### src/rtl/cubt_pkg.sv
// shared types and constants of the chunk undo bitmap tracker
package cubt_pkg;

  localparam int CMD_W = 1;
  localparam int OFF_W = 12;
  localparam int CNT_W = 13;
  localparam int IDX_W = 6;

  localparam logic CMD_SAVE    = 1'b0;
  localparam logic CMD_RESTORE = 1'b1;

  localparam logic DIR_TO_UNDO = 1'b0;
  localparam logic DIR_TO_BASE = 1'b1;

  // commands from the controller to the datapath
  typedef struct packed {
    logic load;      // take the accepted beat, set up pending mask and cursor
    logic step;      // advance the cursor by one chunk
    logic emit;      // write a copy order into the output register
    logic emit_err;  // write a range error beat into the output register
  } ctrl_cmd_t;

  // status from the datapath to the controller
  typedef struct packed {
    logic in_err;        // input beat is a save that runs past the buffer
    logic pend_any;      // chunks still pending
    logic hit;           // chunk under the cursor is pending
    logic last;          // chunk under the cursor is the final pending one
    logic out_can_load;  // output register is free this cycle
  } dp_stat_t;

endpackage

### src/rtl/cubt_ctrl.sv
// controller state machine of the chunk undo bitmap tracker
module cubt_ctrl import cubt_pkg::*; (
  input  logic      clk_i,
  input  logic      rst_ni,
  input  logic      in_valid_i,
  output logic      in_ready_o,
  input  dp_stat_t  stat_i,
  output ctrl_cmd_t cmd_o
);

  localparam logic [1:0] S_IDLE = 2'd0;
  localparam logic [1:0] S_WALK = 2'd1;
  localparam logic [1:0] S_ERR  = 2'd2;

  logic [1:0] state_q, state_d;
  logic       accept;

  assign in_ready_o = (state_q == S_IDLE);
  assign accept     = in_valid_i && in_ready_o;

  always_comb begin
    state_d = state_q;
    cmd_o   = '0;
    unique case (state_q)
      S_IDLE: begin
        if (accept) begin
          if (stat_i.in_err) begin
            state_d = S_ERR;
          end else begin
            cmd_o.load = 1'b1;
            state_d    = S_WALK;
          end
        end
      end
      S_WALK: begin
        if (!stat_i.pend_any) begin
          state_d = S_IDLE;
        end else if (!stat_i.hit) begin
          cmd_o.step = 1'b1;
        end else if (stat_i.out_can_load) begin
          cmd_o.emit = 1'b1;
          cmd_o.step = 1'b1;
          if (stat_i.last) begin
            state_d = S_IDLE;
          end
        end
      end
      S_ERR: begin
        if (stat_i.out_can_load) begin
          cmd_o.emit_err = 1'b1;
          state_d        = S_IDLE;
        end
      end
      default: begin
        state_d = S_IDLE;
      end
    endcase
  end

  always_ff @(posedge clk_i or negedge rst_ni) begin
    if (!rst_ni) begin
      state_q <= S_IDLE;
    end else begin
      state_q <= state_d;
    end
  end

endmodule

### config.mk
export PLATFORM = sky130hd
export DESIGN_NAME = cubt_ctrl
export DESIGN_NICKNAME = d
export VERILOG_FILES = /design/src/rtl/cubt_pkg.sv /design/src/rtl/cubt_ctrl.sv
export SDC_FILE = /design/constraint.sdc
export NUM_CORES = 1
export LEC_CHECK = 0
export BUFFER_PORTS_ARGS = -buffer_cell sky130_fd_sc_hd__buf_2
export CAP_MARGIN = 20
export CORE_AREA = 2 2 39 41
export DETAILED_ROUTE_END_ITERATION = 7
export DIE_AREA = 0 0 41 43
export PLACE_DENSITY = 0.38
export SYNTH_ARGS = -nofsm -noshare
export SYNTH_HDL_FRONTEND = slang
export SYNTH_SLANG_ARGS = --single-unit
### constraint.sdc
create_clock -name clk_i -period 1.2 [get_ports clk_i]
set_input_delay 0.06 -clock clk_i [delete_from_list [all_inputs] [get_ports clk_i]]
set_output_delay 0.06 -clock clk_i [all_outputs]
set_load 0.1 [all_outputs]
==> results of run 1 <==
critical path, stage by stage (launching register included):
cell and delay [ns]:
dfrtp_2 0.41, buf_4 0.15, nor4b_4 0.29, buf_12 0.22
worst max-delay path by stage:
stage / start / end / slack (ns) / cells past startpoint
finish: state_q[1] / cmd_o[3] / -0.15 / 3
global route: state_q[1] / cmd_o[3] / -0.22 / 3
CTS: state_q[1] / cmd_o[2] / -0.16 / 3
detailed placement: state_q[1] / cmd_o[2] / 0.07 / 3
global placement: state_q[1] / cmd_o[2] / 0.07 / 3
floorplan: state_q[0] / state_q[0] / -0.63 / 2
through the flow:
| step | setup TNS, ns | cell area, um2 | power (mW) | instances |
|---|---|---|---|---|
| finish | -0.428 | 378 | 0.530 | 53 |
| global route | -0.769 | 378 | 0.562 | 53 |
| CTS | -0.452 | 370 | 0.534 | 52 |
| detailed placement | 0 | 303 | 0.341 | 44 |
| global placement | 0 | 303 | 0.343 | 44 |
| floorplan | -2.90 | 148 | 0.246 | 16 |
placed cells by master, fill, tap and decap left out:
cell,n
a21oi_1,1
a21oi_2,1
and3_1,1
buf_12,5
buf_2,7
buf_4,5
clkbuf_4,3
dfrtp_2,2
dlygate4sd3_1,1
inv_1,1
nand2_1,2
nand2b_1,1
nand3b_1,2
nor2_1,1
nor2_2,2
nor4b_4,1
o21bai_1,1
cell families after synthesis:
logic type | count (synthesis)
AO/OA/AOI/OAI | 3
buffers and inverters | 1
flip-flops | 2
AND/OR/NAND/NOR | 10
Yosys cell counts:
cell type and number:
and3_1 1, o21bai_1 1, nor2_1 3, dfrtp_1 2
nor4b_2 1, nand3b_1 2, inv_1 1, nand2_1 2
nand2b_1 1, a21oi_1 2
repair_timing:
| action | 4_1_cts | 5_1_grt |
|---|---|---|
| setup endpoints to repair | 4 | 5 |
| gates resized for setup | 3 | 0 |
| hold buffers | 1 | 0 |
| pin swaps | 2 | 0 |
| endpoints found under the hold margin | 2 | 0 |
| buffers inserted | 4 | 1 |
layer usage:
metal  global-route usage [%]  wire length [um]  up-vias
met5                        0                 0        -
met2                     8.75               202       12
met4                     6.00                10        0
met1                     9.35               197       86
met3                     6.81                75        2
li1                         -                 -       97
area by class of cell:
type	count	area [um2]
multi-input combinational	13	96.3
clock buffer	3	22.5
inverter	1	3.75
timing repair buffer	18	183
sequential	2	52.6
tap	16	20.0
fill	152	1010
report_power, final:
part | switching, mW | internal, mW | leakage, nW | total (mW)
Sequential | 0.0128 | 0.0794 | 0.0233 | 0.0922
Combinational | 0.169 | 0.115 | 0.138 | 0.284
Clock | 0.0433 | 0.111 | 0.0138 | 0.154
==> flow_summary.yaml, run 1 <==
clocking:
  htree_levels: 1
  worstSkewPairLatency_ns: 0.23
  clkTransAtPathRegs_ns: 0.03
  clockBufferDepth: 2
  cts-root-buf: "clkbuf_4"
  numCtsBuffers: 3
  cts_sinks: 2
  cts_tree: "done"
placement:
  routabilityCongestion: 0.565
  portBuffers: 12
  dp_hpwl_um: 311
  pre_cts_slack_ns: 0.0732
finish:
  largest_reg_flops: 2
  top_regs: "state_q (2)"
  post-route-util_pct: 27.3
  areaGrowthSynthToFinish_pct: 185
  fin_nets: 47
  drive_gt1_share_pct: 70.3
  largest_register: "state_q"
  n_antenna_cell: 0
logic_synthesis:
  synth-adder-area-share_pct: 0
  synth_area_leaders: "dfrtp_1, nand3b_1, nor4b_2"
  yosysSeqAreaShare_pct: 37.7
  syn_area_um2: 133
  synth_compound_area_share_pct: 13.2
  synth_warnings: 0
  syn_nets: 24
  synth_area_per_cell_um2: 8.29
  yosys.area_share.simple_pct: 46.2
  synth_top_family_by_area: "simple AND/OR/NAND/NOR gates"
  synth_xor_area_share_pct: 0
  synth.top_cell.area_share_pct: 37.7
  ys_seq_elements: 2
  post-synth-top-area-cell: "dfrtp_1"
  synth.area.mux_share_pct: 0
  synth_cell_type_count: 10
  netlist_instances: 16
job:
  maxCapViolCount: 0
drt:
  vias_per_cell: 3.72
  drtIter0Drc: 5
  vias: 197
  drt-wirelength-per-cell_um: 9.15
  drtPass1Iterations: 2
  drc: 0
  ant_nets: 0
  drt-total-wl_um: 485
worst_setup_path:
  required_ns: 1.14
  worstSetupPathType: "reg2out"
  r2r_slack_ns: 0.02
  cp-start-kind: "register"
  regToRegStartpoint: "state_q[1]"
  rr_endpoint: "state_q[0]"
  r2r.worst_path.cells: 4
  crit_fanout: 4
  worstPathArrival_ns: 1.29
  crit_path_end_kind: "output port"
min_path:
  hold_depth: 3
  hp-class: "in2reg"
  hold_path_startpoint: "in_valid_i"
  worstHoldEndpoint: "state_q[1]"
global_route:
  grt_overflow: 0
  grt_pass1_wl_um: 862
  grt_max_degree: 6
  grt_util_all_layers_pct: 7.94
  antenna_found_initial: 0
  grt_pass1_vias: 197
floorplan:
  rows: 14
  io_pins: 13
  die_w_um: 41
  die_h_um: 43
  start_util_pct: 9.58
  core_area_mm2: 0.00138
  fp.dieArea_mm2: 0.00176
run_status:
  status: "complete, but fails checks"
  violations: "setup timing"
sta:
  relSlewSlack_pct: 80.3
  rsz0062_at_grt: "true"
  hold_ws_ns: 0.107
  timing.final.ws_setup_ns: -0.153
  worst_pin_slew_ns: 0.294
  finalCriticalPeriod_ns: 1.35
  final-setup-viol-count: 4
  clock_skew_ns: 0.00431
  fmax_ghz: 0.739
  drv_slew: 0
  timing_hold_violations_final: 0
  fin_crit_sh_pct: 113
power_and_ir_drop:
  power_density_mw_per_mm2: 1400
  ir_worst_vdd_mv: 0.419
  power.leakage_nw: 0.175
Power figures use the tool's default switching activity.
==> run 2: changes to the inputs <==
--- a/config.mk
+++ b/config.mk
@@ -10,7 +10,9 @@
 export CORE_AREA = 2 2 39 41
 export DETAILED_ROUTE_END_ITERATION = 7
 export DIE_AREA = 0 0 41 43
+export MAX_ROUTING_LAYER = met4
 export PLACE_DENSITY = 0.38
+export RECOVER_POWER = 50
 export SYNTH_ARGS = -nofsm -noshare
 export SYNTH_HDL_FRONTEND = slang
 export SYNTH_SLANG_ARGS = --single-unit
==> run 2 against run 1 <==
  * The run still ends with setup timing left
  * Setup slack barely moved
  * Combinational power barely moved
  * Hold slack barely moved
  * Total power barely moved
  * Sequential share of layout area barely moved
  * Clock skew barely moved
  * Final cell count did not move
  * Count of clock-buffer cells in the layout did not move
  * First-iteration DRC count rose by 20%
  * Highest routed layer unchanged
==> flow_summary.yaml, run 2 (synthesis results as in run 1) <==
sta:
  timing.final.ws_setup_ns: -0.153
  relSlewSlack_pct: 80.3
  fin_crit_sh_pct: 113
  clock_skew_ns: 0.00428
  final-setup-viol-count: 4
  worst_pin_slew_ns: 0.294
  finalCriticalPeriod_ns: 1.35
  fmax_ghz: 0.739
  rsz0062_at_grt: "true"
  drv_slew: 0
  hold_ws_ns: 0.107
  timing_hold_violations_final: 0
drt:
  drtPass1Iterations: 2
  vias_per_cell: 3.75
  ant_nets: 0
  drc: 0
  vias: 199
  drt-wirelength-per-cell_um: 9.17
  drtIter0Drc: 6
  drt-total-wl_um: 486
global_route:
  grt_util_met1_pct: 9.68
  grt_pass1_wl_um: 862
  antenna_found_initial: 0
  busiest_layer: "met1"
  grt_util_all_layers_pct: 8.14
  grt_max_degree: 6
  grt.met3_usage_pct: 6.28
  grt_overflow: 0
  grt_pass1_vias: 198
  met2_usage_pct: 8.75
clocking:
  clockBufferDepth: 2
  cts_sinks: 2
  cts_tree: "done"
  worstSkewPairLatency_ns: 0.23
  cts-root-buf: "clkbuf_4"
  clkTransAtPathRegs_ns: 0.03
  numCtsBuffers: 3
  htree_levels: 1
floorplan:
  fp.dieArea_mm2: 0.00176
  core_area_mm2: 0.00138
  io_pins: 13
  die_h_um: 43
  rows: 14
  start_util_pct: 9.58
  die_w_um: 41
finish:
  largest_register: "state_q"
  areaGrowthSynthToFinish_pct: 184
  n_antenna_cell: 0
  top_regs: "state_q (2)"
  fin_nets: 47
  mostFrequentLayoutCells: "buf_2, buf_12, buf_4, clkbuf_4"
  post-route-util_pct: 27.2
  layout_commonest_cell: "buf_2"
  drive_gt1_share_pct: 67.6
  largest_reg_flops: 2
placement:
  portBuffers: 12
  pre_cts_slack_ns: 0.0732
  routabilityCongestion: 0.568
  dp_hpwl_um: 311
run_status:
  violations: "setup timing"
  status: "complete, but fails checks"
worst_setup_path:
  critical_path.endpoint: "cmd_o[3]"
  r2r.worst_path.cells: 4
  crit_fanout: 4
  r2r_slack_ns: 0.01
  worstPathArrival_ns: 1.29
  cp-start-kind: "register"
  crit_path_end_kind: "output port"
  regToRegStartpoint: "state_q[1]"
  startpoint: "state_q[1]"
  rr_endpoint: "state_q[0]"
  worstSetupPathType: "reg2out"
  required_ns: 1.14
min_path:
  hp-class: "in2reg"
power_and_ir_drop:
  ir_worst_vdd_mv: 0.406
  power_density_mw_per_mm2: 1410
  power.leakage_nw: 0.172
job:
  maxCapViolCount: 0
[run 2: cell count changes in the layout (fill, tap and decap cells not counted), sizes merged]
cell,delta
clkbuf,+1
buf,-1
[run 2: how the worst min path moves through the flow]
stage	depth (start not counted)	start	end	slack (ns)
6_report	3	in_valid_i	state_q[1]	0.11
5_1_grt	3	in_valid_i	state_q[1]	0.12
4_1_cts	3	in_valid_i	state_q[1]	0.1
3_5_place_dp	1	rst_ni	state_q[0]	-0.15
3_3_place_gp	1	rst_ni	state_q[1]	-0.15
2_1_floorplan	0	rst_ni	state_q[0]	-0.24
[run 2: layer usage]
metal | vias up | share of wire [%] | wire [um]
met3 | 2 | 15 | 71
met4 | 0 | 2.1 | 10
met5 | - | 0 | 0
met2 | 12 | 42 | 202
li1 | 98 | - | -
met1 | 87 | 41 | 200
[run 2: repair_timing]
item	in CTS	in global routing
hold buffers	1	0
hold endpoints to repair	2	0
resized for setup	3	0
buffers inserted	4	1
endpoints found under the setup margin	4	5
pin swaps	2	0
[run 2: through the flow]
stage | TNS (ns) | cell area (um2) | cells | power [mW]
after floorplan | -2.90 | 148 | 16 | 0.246
after global placement | 0 | 303 | 44 | 0.343
after detailed placement | 0 | 303 | 44 | 0.341
after CTS | -0.452 | 370 | 52 | 0.534
after global routing | -0.769 | 377 | 53 | 0.561
final | -0.428 | 377 | 53 | 0.530
[run 2: final cells by class]
| type | instances | area, um2 |
|---|---|---|
| Clock buffer | 3 | 22.5 |
| Sequential cell | 2 | 52.6 |
| Tap cell | 16 | 20.0 |
| Fill cell | 153 | 1010 |
| Inverter | 1 | 3.75 |
| Timing Repair Buffer | 18 | 181 |
| Multi-Input combinational cell | 13 | 96.3 |
[run 2: worst max-delay path, stage by stage (launching register included)]
cell and delay, ns:
dfrtp_2 0.41, buf_4 0.15, nor4b_4 0.29, buf_12 0.22
[run 2: where the power goes]
group	switching (mW)	internal (mW)	total, mW
logic	0.169	0.114	0.283
registers	0.0128	0.0794	0.0922
clock network	0.0432	0.111	0.154
